$ cat src/rtl/pirq_pkg.sv
// Package: shared constants, types and helpers of the PIR presence qualifier.
package pirq_pkg;

    localparam int unsigned HOLD_MS      = 5000;
    localparam int unsigned BURST_SPAN_S = 180;
    localparam int unsigned MS_PER_S     = 1000;
    localparam int unsigned S_PER_MIN    = 60;
    localparam int unsigned COUNT_MIN_EXTEND = 2;

    localparam logic [31:0] HOLD_LIMIT  = 32'(HOLD_MS);
    localparam logic [31:0] BURST_LIMIT = 32'(BURST_SPAN_S * MS_PER_S);
    localparam logic [15:0] COUNT_MAX   = 16'hFFFF;
    localparam logic [15:0] COUNT_EXT   = 16'(COUNT_MIN_EXTEND);

    localparam logic [7:0]  WINDOW_RESET = 8'd5;
    localparam logic        NOTIFY_RESET = 1'b0;

    // Configuration register indexes
    localparam logic CFG_WINDOW = 1'b0;
    localparam logic CFG_NOTIFY = 1'b1;

    typedef struct packed {
        logic        pir_state;
        logic        sampled;
        logic        notify_valid;
        logic        notify_level;
        logic [15:0] presence_count;
        logic        burst_restarted;
    } t_result;

    // floor(d/1000) <= w*60 holds exactly when d < (w*60 + 1) * 1000.
    function automatic logic [31:0] window_limit(input logic [7:0] w);
        logic [31:0] prod;
        prod = 32'(w) * 32'(S_PER_MIN * MS_PER_S);
        return prod + 32'(MS_PER_S);
    endfunction

endpackage

$ cat src/rtl/pirq_in_if.sv
// Interface: input item channel (timestamp and sensor level).
interface pirq_in_if;
    logic        valid;
    logic        ready;
    logic [31:0] time_ms;
    logic        pir_level;

    modport source (output valid, output time_ms, output pir_level, input ready);
    modport sink   (input valid, input time_ms, input pir_level, output ready);
endinterface

$ cat src/rtl/pirq_out_if.sv
// Interface: result item channel of the qualifier.
interface pirq_out_if;
    logic        valid;
    logic        ready;
    logic        pir_state;
    logic        sampled;
    logic        notify_valid;
    logic        notify_level;
    logic [15:0] presence_count;
    logic        burst_restarted;

    modport source (output valid, output pir_state, output sampled, output notify_valid,
                    output notify_level, output presence_count, output burst_restarted,
                    input ready);
    modport sink   (input valid, input pir_state, input sampled, input notify_valid,
                    input notify_level, input presence_count, input burst_restarted,
                    output ready);
endinterface

$ cat src/rtl/pirq_core.sv
// Core: qualification state, burst tracking and per-item result logic.
module pirq_core (
    input  logic             i_clk,
    input  logic             i_rst_n,
    input  logic             i_advance,
    input  logic [31:0]      i_time_ms,
    input  logic             i_pir_level,
    input  logic [31:0]      i_win_limit,
    input  logic             i_notify_en,
    output pirq_pkg::t_result o_result
);
    import pirq_pkg::*;

    logic        r_motion, n_motion;
    logic [31:0] r_hold_start, n_hold_start;
    logic [31:0] r_first, n_first;
    logic [31:0] r_last, n_last;
    logic [15:0] r_count, n_count;

    logic [31:0] d_hold, d_first, d_last;
    logic        sample, extend;
    t_result     res;

    assign d_hold  = i_time_ms - r_hold_start;
    assign d_first = i_time_ms - r_first;
    assign d_last  = i_time_ms - r_last;
    assign sample  = (d_hold >= HOLD_LIMIT) || !r_motion;
    assign extend  = (d_first < BURST_LIMIT) || ((d_last < i_win_limit) && (r_count > COUNT_EXT));

    always_comb begin
        n_motion     = r_motion;
        n_hold_start = r_hold_start;
        n_first      = r_first;
        n_last       = r_last;
        n_count      = r_count;
        res          = '0;
        if (sample) begin
            res.sampled = 1'b1;
            if (i_notify_en && r_motion && !i_pir_level) begin
                res.notify_valid = 1'b1;
            end
            n_motion = i_pir_level;
            if (i_pir_level) begin
                n_hold_start = i_time_ms;
                if (i_notify_en) begin
                    res.notify_valid = 1'b1;
                    res.notify_level = 1'b1;
                end
                if (extend) begin
                    if (r_count != COUNT_MAX) begin
                        n_count = r_count + 16'd1;
                    end
                    n_last = i_time_ms;
                end else begin
                    n_first = i_time_ms;
                    n_last  = i_time_ms;
                    n_count = 16'd1;
                    res.burst_restarted = 1'b1;
                end
            end
        end
        res.pir_state      = n_motion;
        res.presence_count = n_count;
    end

    assign o_result = res;

    always_ff @(posedge i_clk) begin
        if (!i_rst_n) begin
            r_motion     <= 1'b0;
            r_hold_start <= '0;
            r_first      <= '0;
            r_last       <= '0;
            r_count      <= '0;
        end else if (i_advance) begin
            r_motion     <= n_motion;
            r_hold_start <= n_hold_start;
            r_first      <= n_first;
            r_last       <= n_last;
            r_count      <= n_count;
        end
    end

endmodule

$ cat src/rtl/pir_presence_qualifier.sv
// Top level: PIR presence qualifier with input stage, core and result register.
//
//  channel   direction  payload                                         transfer
//  i_item    in         time_ms[31:0], pir_level                        valid & ready
//  o_result  out        pir_state, sampled, notify_valid, notify_level, valid & ready
//                       presence_count[15:0], burst_restarted
//  i_cfg_*   in         index 0 presence_window_min[7:0], 1 notify_enable  i_cfg_we
//
// One item per cycle sustained while the result side is ready; items pass the input
// register, then the core compares and burst counter update land in the result register.
// Reset (synchronous, active low) clears the qualification state, both valid flags
// and restores window 5 minutes, notifications off.
// A stalled result holds the pipe; the input register still takes a transfer
// whenever it is empty, so the block never waits on an idle neighbor.
module pir_presence_qualifier (
    input  logic        i_clk,
    input  logic        i_rst_n,
    pirq_in_if.sink     i_item,
    pirq_out_if.source  o_result,
    input  logic        i_cfg_we,
    input  logic        i_cfg_index,
    input  logic [7:0]  i_cfg_data
);
    import pirq_pkg::*;

    // Configuration: keep the window as a precomputed millisecond bound.
    logic        r_notify_en;
    logic [31:0] r_win_limit;

    always_ff @(posedge i_clk) begin
        if (!i_rst_n) begin
            r_notify_en <= NOTIFY_RESET;
            r_win_limit <= window_limit(WINDOW_RESET);
        end else if (i_cfg_we) begin
            case (i_cfg_index)
                CFG_WINDOW: r_win_limit <= window_limit(i_cfg_data);
                CFG_NOTIFY: r_notify_en <= i_cfg_data[0];
                default:    r_notify_en <= r_notify_en;
            endcase
        end
    end

    // Input stage
    logic        r_in_valid;
    logic [31:0] r_time_ms;
    logic        r_pir_level;
    logic        r_out_valid;
    t_result     r_out;
    logic        advance;
    logic        take_in;
    t_result     core_res;

    // Advance the item into the result register when that register is free or draining.
    assign advance = r_in_valid && (!r_out_valid || o_result.ready);
    assign i_item.ready = !r_in_valid || advance;
    assign take_in = i_item.valid && i_item.ready;

    always_ff @(posedge i_clk) begin
        if (!i_rst_n) begin
            r_in_valid <= 1'b0;
        end else if (take_in) begin
            r_in_valid <= 1'b1;
        end else if (advance) begin
            r_in_valid <= 1'b0;
        end
    end

    // Payload needs no reset; capture on every input transfer.
    always_ff @(posedge i_clk) begin
        if (take_in) begin
            r_time_ms   <= i_item.time_ms;
            r_pir_level <= i_item.pir_level;
        end
    end

    pirq_core u_core (
        .i_clk       (i_clk),
        .i_rst_n     (i_rst_n),
        .i_advance   (advance),
        .i_time_ms   (r_time_ms),
        .i_pir_level (r_pir_level),
        .i_win_limit (r_win_limit),
        .i_notify_en (r_notify_en),
        .o_result    (core_res)
    );

    // Result register: drop valid once taken unless a new item lands.
    always_ff @(posedge i_clk) begin
        if (!i_rst_n) begin
            r_out_valid <= 1'b0;
        end else if (advance) begin
            r_out_valid <= 1'b1;
        end else if (o_result.ready) begin
            r_out_valid <= 1'b0;
        end
    end

    always_ff @(posedge i_clk) begin
        if (advance) begin
            r_out <= core_res;
        end
    end

    assign o_result.valid           = r_out_valid;
    assign o_result.pir_state       = r_out.pir_state;
    assign o_result.sampled         = r_out.sampled;
    assign o_result.notify_valid    = r_out.notify_valid;
    assign o_result.notify_level    = r_out.notify_level;
    assign o_result.presence_count  = r_out.presence_count;
    assign o_result.burst_restarted = r_out.burst_restarted;

    // A start notification only comes with a sampled high.
    a_notify_level: assert property (@(posedge i_clk) disable iff (!i_rst_n)
        o_result.valid && o_result.notify_level |->
            o_result.notify_valid && o_result.sampled && o_result.pir_state)
        else $error("notify_level without a qualified detection");

    // A new burst always begins at count one with motion high.
    a_restart: assert property (@(posedge i_clk) disable iff (!i_rst_n)
        o_result.valid && o_result.burst_restarted |->
            o_result.presence_count == 16'd1 && o_result.pir_state && o_result.sampled)
        else $error("burst restart with wrong count or state");

    // Input back-pressure only while a full pipe waits on the result side.
    a_backpressure: assert property (@(posedge i_clk) disable iff (!i_rst_n)
        !i_item.ready |-> r_in_valid && r_out_valid && !o_result.ready)
        else $error("input stalled without a downstream stall");

    // An advanced item always shows up as a valid result next cycle.
    a_advance: assert property (@(posedge i_clk) disable iff (!i_rst_n)
        advance |=> r_out_valid)
        else $error("advanced item lost");

endmodule
$ cat src/flat_wrapper.sv
// flat-port wrapper written by rule: the top's interface ports become plain ports
module pir_presence_qualifier_flat import pirq_pkg::*;
  (i_clk, i_rst_n, i_cfg_we, i_cfg_index, i_cfg_data, i_item_valid, i_item_time_ms, i_item_pir_level, i_item_ready, o_result_valid, o_result_pir_state, o_result_sampled, o_result_notify_valid, o_result_notify_level, o_result_presence_count, o_result_burst_restarted, o_result_ready);
  pirq_in_if i_item_i ();
  pirq_out_if o_result_i ();
  input  logic i_clk;
  input  logic i_rst_n;
  input  logic i_cfg_we;
  input  logic i_cfg_index;
  input  logic [7:0] i_cfg_data;
  input wire logic [$bits(i_item_i.valid)-1:0] i_item_valid;
  input wire logic [$bits(i_item_i.time_ms)-1:0] i_item_time_ms;
  input wire logic [$bits(i_item_i.pir_level)-1:0] i_item_pir_level;
  output wire logic [$bits(i_item_i.ready)-1:0] i_item_ready;
  output wire logic [$bits(o_result_i.valid)-1:0] o_result_valid;
  output wire logic [$bits(o_result_i.pir_state)-1:0] o_result_pir_state;
  output wire logic [$bits(o_result_i.sampled)-1:0] o_result_sampled;
  output wire logic [$bits(o_result_i.notify_valid)-1:0] o_result_notify_valid;
  output wire logic [$bits(o_result_i.notify_level)-1:0] o_result_notify_level;
  output wire logic [$bits(o_result_i.presence_count)-1:0] o_result_presence_count;
  output wire logic [$bits(o_result_i.burst_restarted)-1:0] o_result_burst_restarted;
  input wire logic [$bits(o_result_i.ready)-1:0] o_result_ready;
  assign i_item_i.valid = i_item_valid;
  assign i_item_i.time_ms = i_item_time_ms;
  assign i_item_i.pir_level = i_item_pir_level;
  assign i_item_ready = i_item_i.ready;
  assign o_result_valid = o_result_i.valid;
  assign o_result_pir_state = o_result_i.pir_state;
  assign o_result_sampled = o_result_i.sampled;
  assign o_result_notify_valid = o_result_i.notify_valid;
  assign o_result_notify_level = o_result_i.notify_level;
  assign o_result_presence_count = o_result_i.presence_count;
  assign o_result_burst_restarted = o_result_i.burst_restarted;
  assign o_result_i.ready = o_result_ready;
  pir_presence_qualifier u_core (.i_clk(i_clk), .i_rst_n(i_rst_n), .i_item(i_item_i), .o_result(o_result_i), .i_cfg_we(i_cfg_we), .i_cfg_index(i_cfg_index), .i_cfg_data(i_cfg_data));
endmodule
$ cat config.mk
export PLATFORM = sky130hd
export DESIGN_NAME = pir_presence_qualifier_flat
export DESIGN_NICKNAME = d
export VERILOG_FILES = /design/src/rtl/pirq_pkg.sv /design/src/rtl/pirq_in_if.sv /design/src/rtl/pirq_out_if.sv /design/src/rtl/pirq_core.sv /design/src/rtl/pir_presence_qualifier.sv /design/src/flat_wrapper.sv
export SDC_FILE = /design/constraint.sdc
export NUM_CORES = 1
export LEC_CHECK = 0
export ABC_AREA = 1
export CAP_MARGIN = 20
export CORE_UTILIZATION = 55
export DETAILED_ROUTE_END_ITERATION = 6
export DONT_BUFFER_PORTS = 1
export PLACE_DENSITY = 0.7
export SKIP_CTS_REPAIR_TIMING = 1
export SYNTH_ARGS = -nofsm -noshare
export SYNTH_HDL_FRONTEND = slang
export SYNTH_SLANG_ARGS = --single-unit
$ cat constraint.sdc
create_clock -name i_clk -period 5.4 [get_ports i_clk]
set_input_delay 0.54 -clock i_clk [delete_from_list [all_inputs] [get_ports i_clk]]
set_output_delay 0.54 -clock i_clk [all_outputs]
set_load 0.05 [all_outputs]
* Word-level counts from Yosys, hierarchy flattened
Cells that the tools add are included.
** Cells by class
- Reduce and logical (&&, ||, !) cells :: 20
- Muxes and demuxes :: 14
- $lt $le $gt $ge :: 4
- Add/sub/neg operators :: 4
- Div/mod/pow operators :: 0
- $mul :: 1
- Equality and inequality tests :: 1
- Shift operators :: 0
- Bitwise gates (word level) :: 2
** Operators with widths (number)
- 16-bit two-way mux :: 4
- 32-bit subtractor :: 2
- 32-bit by 13-bit >= comparator with 1-bit output, second input constant :: 1
- 32-bit by 18-bit < comparator with 1-bit output, second input constant :: 1
- 32-bit < comparator :: 1
- 24-bit by 10-bit adder with 25-bit output, second input constant :: 1
- 8-bit by 11-bit multiplier with 19-bit output, second input constant :: 1
- 16-bit by 1-bit adder with 16-bit output, second input constant :: 1
- 16-bit by 2-bit greater-than comparator with 1-bit output, second input constant :: 1
- 16-bit inequality test, second input constant :: 1
- 1-bit two-way mux :: 7
- 2-bit AND reduction :: 3
- 1-bit logical AND :: 5
- 1-bit logical NOT :: 4
- 1-bit logical OR :: 4
- 2-bit two-way mux :: 2
- 4-bit AND reduction :: 1
- 2-bit nonzero test :: 2
- 3-bit two-way mux :: 1
- 3-bit AND reduction :: 1
- 1-bit inverter :: 2
** Word-level totals
- Memories :: 0
- RAM bits :: 0
- Register bits after elaboration :: 170
- Output and inout bits :: 23
- Logic and storage cells :: 62
- Input bits :: 47
- Latch bits :: 0
- Memory bits (read-only) :: 0

* Longest topological paths before layout
Gate-level depths: netlist (run 1).
- Depth after elaboration :: 7
- Depth in mapped cells :: 29
- Gate-level depth less buffers :: 28

* By module
A second synthesis (run 1) with hierarchy kept.
** Second synthesis, totals
- Cells, all modules :: 2425
- Area total of the unflattened synthesis :: 14981.9 um^2
** Modules (own cells, without submodules)
- pirq_core :: instances 1, area an instance 10042.1 um^2, seq. area each 1621.6 um^2, cells an instance 1875
- pir_presence_qualifier :: instances 1, area an instance 4939.7 um^2, seq. area each 2082.0 um^2, cells an instance 550

* Least setup slack after synthesis (run 1)
Ideal clock, no wire load.
- Path kind :: input port to flip-flop
- From :: input port i_cfg_data[2]
- To :: register u_core.r_win_limit[21]
- Cell stages on the path :: 19
- Buffers on the path :: 0
- Library setup time :: 0.056 ns
- Arrival :: 4.446 ns
- Slack :: 0.898 ns
- Data required time :: 5.344 ns
- Cells stage by stage :: fa_1 fa_1 fa_1 inv_1 fa_1 inv_1 ha_1 nand2_1 o21ai_0 inv_1 nand3_1 xor2_1 nand2_1 nor2_1 nand3b_1 or2_2 nand3_1 nand2_1 inv_1
** On the way
- Word-level cells in the longest chain between the ends :: 2
** Ends and longest elaborated chain
- start, declared :: RTL line flat_wrapper.sv:10 : input logic [7:0] i_cfg_data;
- 8-bit by 11-bit multiplier with 19-bit output :: RTL line pirq_pkg.sv:34 : prod = 32'(w) * 32'(S_PER_MIN * MS_PER_S);
- 24-bit by 10-bit adder with 25-bit output :: RTL line pirq_pkg.sv:35 : return prod + 32'(MS_PER_S);
- end signal, assigned :: RTL line pir_presence_qualifier.sv:33 : r_win_limit <= window_limit(WINDOW_RESET);
- end signal, assigned :: RTL line pir_presence_qualifier.sv:36 : CFG_WINDOW: r_win_limit <= window_limit(i_cfg_data);
- end, declared :: RTL line pir_presence_qualifier.sv:28 : logic [31:0] r_win_limit;
No other way between the ends.
A chain may end at the register's enable or synchronous reset.

* Worst setup path in the final report (run 1)
Same ends and word-level chain as after synthesis.

==> impl_metrics.toml, run 1 <==
[run_status]
status = "complete, but fails checks"
failed_checks = "DRC"

[floorplanning]
die-height_um = 165.5
io_pins = 70
coreArea_um2 = 26130
fp.dieW_um = 165.5
die-area_um2 = 27400
start_util = 0.5628
row_count = 59

[global_routing]
grt_use_total = 0.2806
antenna_found_initial = 0
grt_max_degree = 68
grt_pass1_wl_um = 61090
grt_pass1_vias = 13190
overflow = 0

[detailed_routing]
viasPerCell = 5.172
drt_iter0_drc = 902
drtPass1Iterations = 7
postRouteAntennaNets = 0
drc = 4
vias = 13840
wl_per_cell_um = 13.96
drt_wl_total_um = 37360

[final_layout]
drive_gt1_frac = 0.03973
stdcell_area_um2 = 15500
num-nets-final = 2532
diodes = 0
syn2layout_area_growth_pct = 5.376
final_core_util = 0.5931
fillers = 2652

[synth]
ys_seq_area_frac = 0.2518
synth_fp_nets = 2546
ys_async_sr_fraction = 0
netlist_top_cells_area = "nand2_1 18%, dfxtp_1 14%, inv_1 13%"
synth.most_common_cell = "nand2_1"
syn_inst = 2342
ys.flop_type = "dfxtp_1"
avgSynthCellArea_um2 = 6.280
synth_common_cells = "724 x nand2_1, 518 x inv_1, 208 x nor2_1"
ys_types = 50
syn_area_um2 = 14710
yosys_warnings = 0
synth.top_cell.area_share = 0.1848
yosysTopAreaCell = "nand2_1"
synth-seq-cells = 158
synth_edf_count = 54

[worst_setup_path]
crit_required_ns = 5.79
cp-start-kind = "input pin"
cp-end-kind = "flop"
critPathMaxStageDelay_ns = 0.55
cp_top_family = "adder cells"
cp_common_cell = "fa_1"
crit_type = "in2reg"
path_buf_inv = 3
cp_cell_sequence = "fa_1, fa_1, fa_1, inv_1, fa_1, inv_1, ha_1, nand2_1, nor2_1, o21ai_0, nand3_1, xor2_1, nand2_1, nor2_1, nand3b_1, or2_2, nand3_1, nand2_1, inv_1"
worst-path-max-fanout = 5
arrival_ns = 4.80
crit_slowest_cell = "fa_1"

[cts]
cts_tree = "done"
numCtsBuffers = 17
numClockSinks = 158
clkTransAtPathRegs_ns = 0.07
clock_path_buffers = 2
insertion_delay_ns = 0.45
cts-root-buf = "clkbuf_16"
htreeDepth = 4

[sta]
fin_worst_skew_ns = 0.01280
fin_crit_ns = 4.410
slew_headroom = 0.4690
drv_slew = 0
hold_viol_final = 0
finalCritPeriodShare = 0.8168
fmax_mhz = 226.7
setup_viol = 0
worst_pin_slew_ns = 0.7915
whs_ns = 0.1768
final.setup.tns_ns = 0
rsz0062_at_grt = "no"

[power_and_ir_drop]
leakage_nw = 8.245
vdd_ir_drop_max_uv = 231.2
powerDensity_nw_per_um2 = 282.0

[place]
routabilityCongestion = 0.9458
port_buffers = 0
place_hpwl_um = 29660
post_dp_cell_area_um2 = 14910

[min_path]
hold_class = "in2reg"

[job]
max_cap_viol_count = 0
[routing by layer]
metal  wire length [um]  global-route usage  vias up
met5                  0                   0        -
li1                   -                   -     7211
met3               1109             0.03447       68
met1              16720              0.3322     6316
met2              18550              0.5157      246
met4                979             0.09835        0
[where the power goes]
group | switching, mW | internal, mW
clock | 0.573 | 0.676
sequential | 0.0735 | 1.30
combinational | 1.14 | 0.603
total | 1.79 | 2.58
[area by class of cell]
type,instances,area [um2],area share
multi-input combinational,1617,8758,0.5651
sequential,158,3704,0.2390
inverter,528,1988,0.1283
clock buffer,20,457.9,0.02955
tap,335,419.2,0.02704
clock inverter,12,126.4,0.008154
timing repair buffer,6,45.04,0.002906
[path summary, 6_finish.rpt]
path | startpoint | endpoint | slack, ns | depth (start not counted)
max reg2reg | u_core.r_time_ms[2] | u_core.o_result.presence_count[10] | 1.09 | 23
max | i_cfg_data[2] | u_core.r_win_limit[21] | 0.99 | 19
min | i_cfg_data[0] | u_core.r_win_limit[5] | 0.18 | 1
min reg2reg | u_core.u_core.r_last[2] | u_core.u_core.r_last[2] | 0.46 | 2
[cells by family (layout without fill, tap and decap cells)]
group | Yosys count | after routing | share of synthesized area
AND/OR/NAND/NOR | 1235 | 1235 | 0.3574
buffers and inverters | 567 | 566 | 0.1527
AO/OA/AOI/OAI | 194 | 194 | 0.07427
flip-flops | 158 | 158 | 0.2518
adder cells (fa/ha/maj) | 157 | 157 | 0.1453
XOR/XNOR | 30 | 30 | 0.01786
multiplexers | 1 | 1 | 0.0006806
[placed cells by master (no fill, tap or decap), types with 6 or more instances in the layout]
master,synthesis,routed
nand2_1,724,724
nand2_2,15,15
clkbuf_16,0,18
ha_1,134,134
edfxtp_1,54,54
xor2_1,20,20
xnor2_1,10,10
nand3b_1,9,9
nor2_1,208,208
nand3_1,170,170
nor3_1,27,27
buf_4,0,6
inv_1,518,518
o21ai_0,38,38
nor2_2,8,8
a21oi_1,119,119
nor2_4,6,6
dfxtp_1,104,104
o21bai_1,11,11
fa_1,23,23
nor4_1,10,10
nand4_1,38,38
[state kept, by name (all words and copies together), names as in the netlist, 16 cells and up]
| register | count |
|---|---|
| u_core.r_time_ms | 32 |
| u_core.u_core.r_first | 32 |
| u_core.u_core.r_last | 32 |
| u_core.r_win_limit | 20 |
| u_core.o_result.presence_count | 16 |
| u_core.u_core.r_count | 16 |
[per-stage QoR]
step	power [mW]	instances	setup slack [ns]
finish	4.371	2676	0.9895
global route	4.706	2676	0.6400
CTS	4.393	2676	1.003
detailed placement	3.142	2644	0.5785
global placement	3.120	2644	0.6285
floorplan	2.762	2342	0.8980
Power figures use the tool's default switching activity.
==> inputs of run 2 (changes only) <==
Settings changed: ABC_AREA 1 to 0.
Clock period 5.4 ns to 4.31 ns, I/O delays scaled along.
==> run 2 against run 1 <==
Against the previous run: register-to-register slack lost 1.3 ns; combinational power grew 46%; worst hold slack got worse by 0.087 ns; via count down 14%; core utilization rose by 9.1 points; power increased by 30%; the flow finishes with violations (setup timing); first-iteration DRC count is 9.6% lower; clock power increased by 14%; global-route usage is 0.24 points lower; clock skew is 0.0010 ns higher; non-clock buffer count increased by 213.
==> impl_metrics.toml, run 2 <==
[synth]
synth.most_common_cell = "nand2_1"
syn_inst = 1549
ys_async_sr_fraction = 0
avgSynthCellArea_um2 = 8.418
ys_seq_area_frac = 0.2840
synth.top_cell.area_share = 0.1597
ys.flop_type = "dfxtp_1"
synth_edf_count = 54
ys_types = 96
synth_fp_nets = 1753
synth_common_cells = "170 x nand2_1, 164 x inv_1, 134 x ha_1"
yosys_warnings = 0
syn_area_um2 = 13040
yosysTopAreaCell = "dfxtp_1"
netlist_top_cells_area = "dfxtp_1 16%, ha_1 13%, edfxtp_1 12%"
synth-seq-cells = 158

[final_layout]
syn2layout_area_growth_pct = 20.22
fillers = 1843
final_common_cell = "buf_4"
stdcell_area_um2 = 15680
largestRegisters = "u_core.r_time_ms: 32 flops, u_core.u_core.r_first: 32 flops, u_core.u_core.r_last: 32 flops"
drive_gt1_frac = 0.2182
final_core_util = 0.6841
num-nets-final = 1928
final_cell_mix = "216 x buf_4, 170 x nand2_1, 164 x inv_1, 123 x ha_1, 108 x a21oi_1"

[detailed_routing]
viasPerCell = 5.818
drt_wl_total_um = 33990
drc = 0
drt_iter0_drc = 815
postRouteAntennaNets = 0
drtPass1Iterations = 5
wl_per_cell_um = 16.55
vias = 11950

[sta]
worst_slack_ns = -0.2349
fin_crit_ns = 4.545
hold_viol_final = 0
fin_worst_skew_ns = 0.01381
setup_viol = 64
fmax_mhz = 220.0
worst_pin_slew_ns = 0.9557
rsz0062_at_grt = "yes"
whs_ns = 0.08960
drv_slew = 0
slew_headroom = 0.3629
finalCritPeriodShare = 1.054

[floorplanning]
fp.dieW_um = 156.0
die-height_um = 156.0
coreArea_um2 = 22920
die-area_um2 = 24330
row_count = 55
io_pins = 70
start_util = 0.5690

[worst_setup_path]
arrival_ns = 4.85
cp-start-kind = "flop"
crit_required_ns = 4.62
worst-path-max-fanout = 5
cp-end-kind = "flop"
crit_type = "reg2reg"

[cts]
numClockSinks = 158
numCtsBuffers = 17
insertion_delay_ns = 0.44
clkTransAtPathRegs_ns = 0.07
cts_tree = "done"
cts-root-buf = "clkbuf_16"
clock_path_buffers = 2
htreeDepth = 4

[global_routing]
overflow = 0
grt_pass1_vias = 11300
antenna_found_initial = 4
grt_pass1_wl_um = 54530
grt_use_total = 0.2781
grt_max_degree = 49

[power_and_ir_drop]
leakage_nw = 6.504
p_total_mw = 5.675
powerDensity_nw_per_um2 = 362.0
vdd_ir_drop_max_uv = 214.2

[run_status]
failed_checks = "setup timing"
status = "complete, but fails checks"

[job]
max_cap_viol_count = 0

[place]
routabilityCongestion = 0.9431
place_hpwl_um = 25670
post_dp_cell_area_um2 = 14770
pre_cts_ws_ns = -0.3977
port_buffers = 0

[min_path]
hold_class = "in2reg"
-- run 2: cells by family (layout without fill, tap and decap cells) --
logic type,count (synthesis),after routing,synth area share
xor gates and xnor gates,71,71,0.04769
DFF,158,158,0.2840
muxes,12,12,0.009883
adders and majority gates,157,157,0.1639
AOI/OAI and AO/OA,391,391,0.2166
buffers and inverters,229,417,0.07714
and+or+nand+nor,531,531,0.2008
other,0,4,0
-- run 2: worst paths after layout --
path / start / endpoint / slack [ns] / cells past startpoint
hold reg to reg: u_core.u_core.r_last[2] / u_core.u_core.r_last[2] / 0.45 / 2
setup reg to reg: u_core.r_time_ms[1] / u_core.o_result.presence_count[14] / -0.23 / 20
setup / recovery: u_core.r_time_ms[1] / u_core.o_result.presence_count[14] / -0.23 / 20
hold / removal: i_item_time_ms[28] / u_core.r_time_ms[28] / 0.09 / 0
-- run 2: final cells by class --
type	instances	area, um2	share of cell area
diodes	4	10.01	0.0006385
clock buffers	19	432.9	0.02762
clock inverters	13	111.4	0.007104
inverters	166	624.3	0.03983
multi-input cells	1162	8737	0.5573
flip-flops and latches	158	3705	0.2363
well taps	313	391.6	0.02498
repair buffers	219	1664	0.1062
-- run 2: through the flow --
step	instances	TNS [ns]
after detailed placement	2010	-19.06
after global routing	2053	-22.53
after floorplan	1549	-2.431
after CTS	2042	-18.97
after global placement	2010	-12.98
final	2054	-9.057
-- run 2: power by group --
group	internal (mW)	switching (mW)	leakage, nW	total [mW]
Clock	0.750	0.670	0.258	1.42
Sequential	1.62	0.0738	1.36	1.69
Combinational	1.27	1.30	4.88	2.56
-- run 2: critical path: stages, from the launching register on --
cell and delay, ns:
edfxtp_1 0.41, ha_1 0.30, nor2b_1 0.22, o2111ai_2 0.22, a211oi_2 0.44, o211a_1 0.24
nor3_4 0.06, ha_1 0.30, a21o_1 0.17, a21o_1 0.18, a21o_1 0.17, a21o_1 0.17
a211o_1 0.31, a21oi_2 0.12, o211ai_1 0.11, nor4_2 0.24, nor2_2 0.11, buf_4 0.16
buf_6 0.13, nor3_2 0.19, mux2_2 0.18
-- run 2: per-layer routing --
layer	wire [um]	GRT usage
met3	1676	0.04861
met2	15730	0.4500
met4	493	0.07376
met1	16080	0.3807
met5	10	0
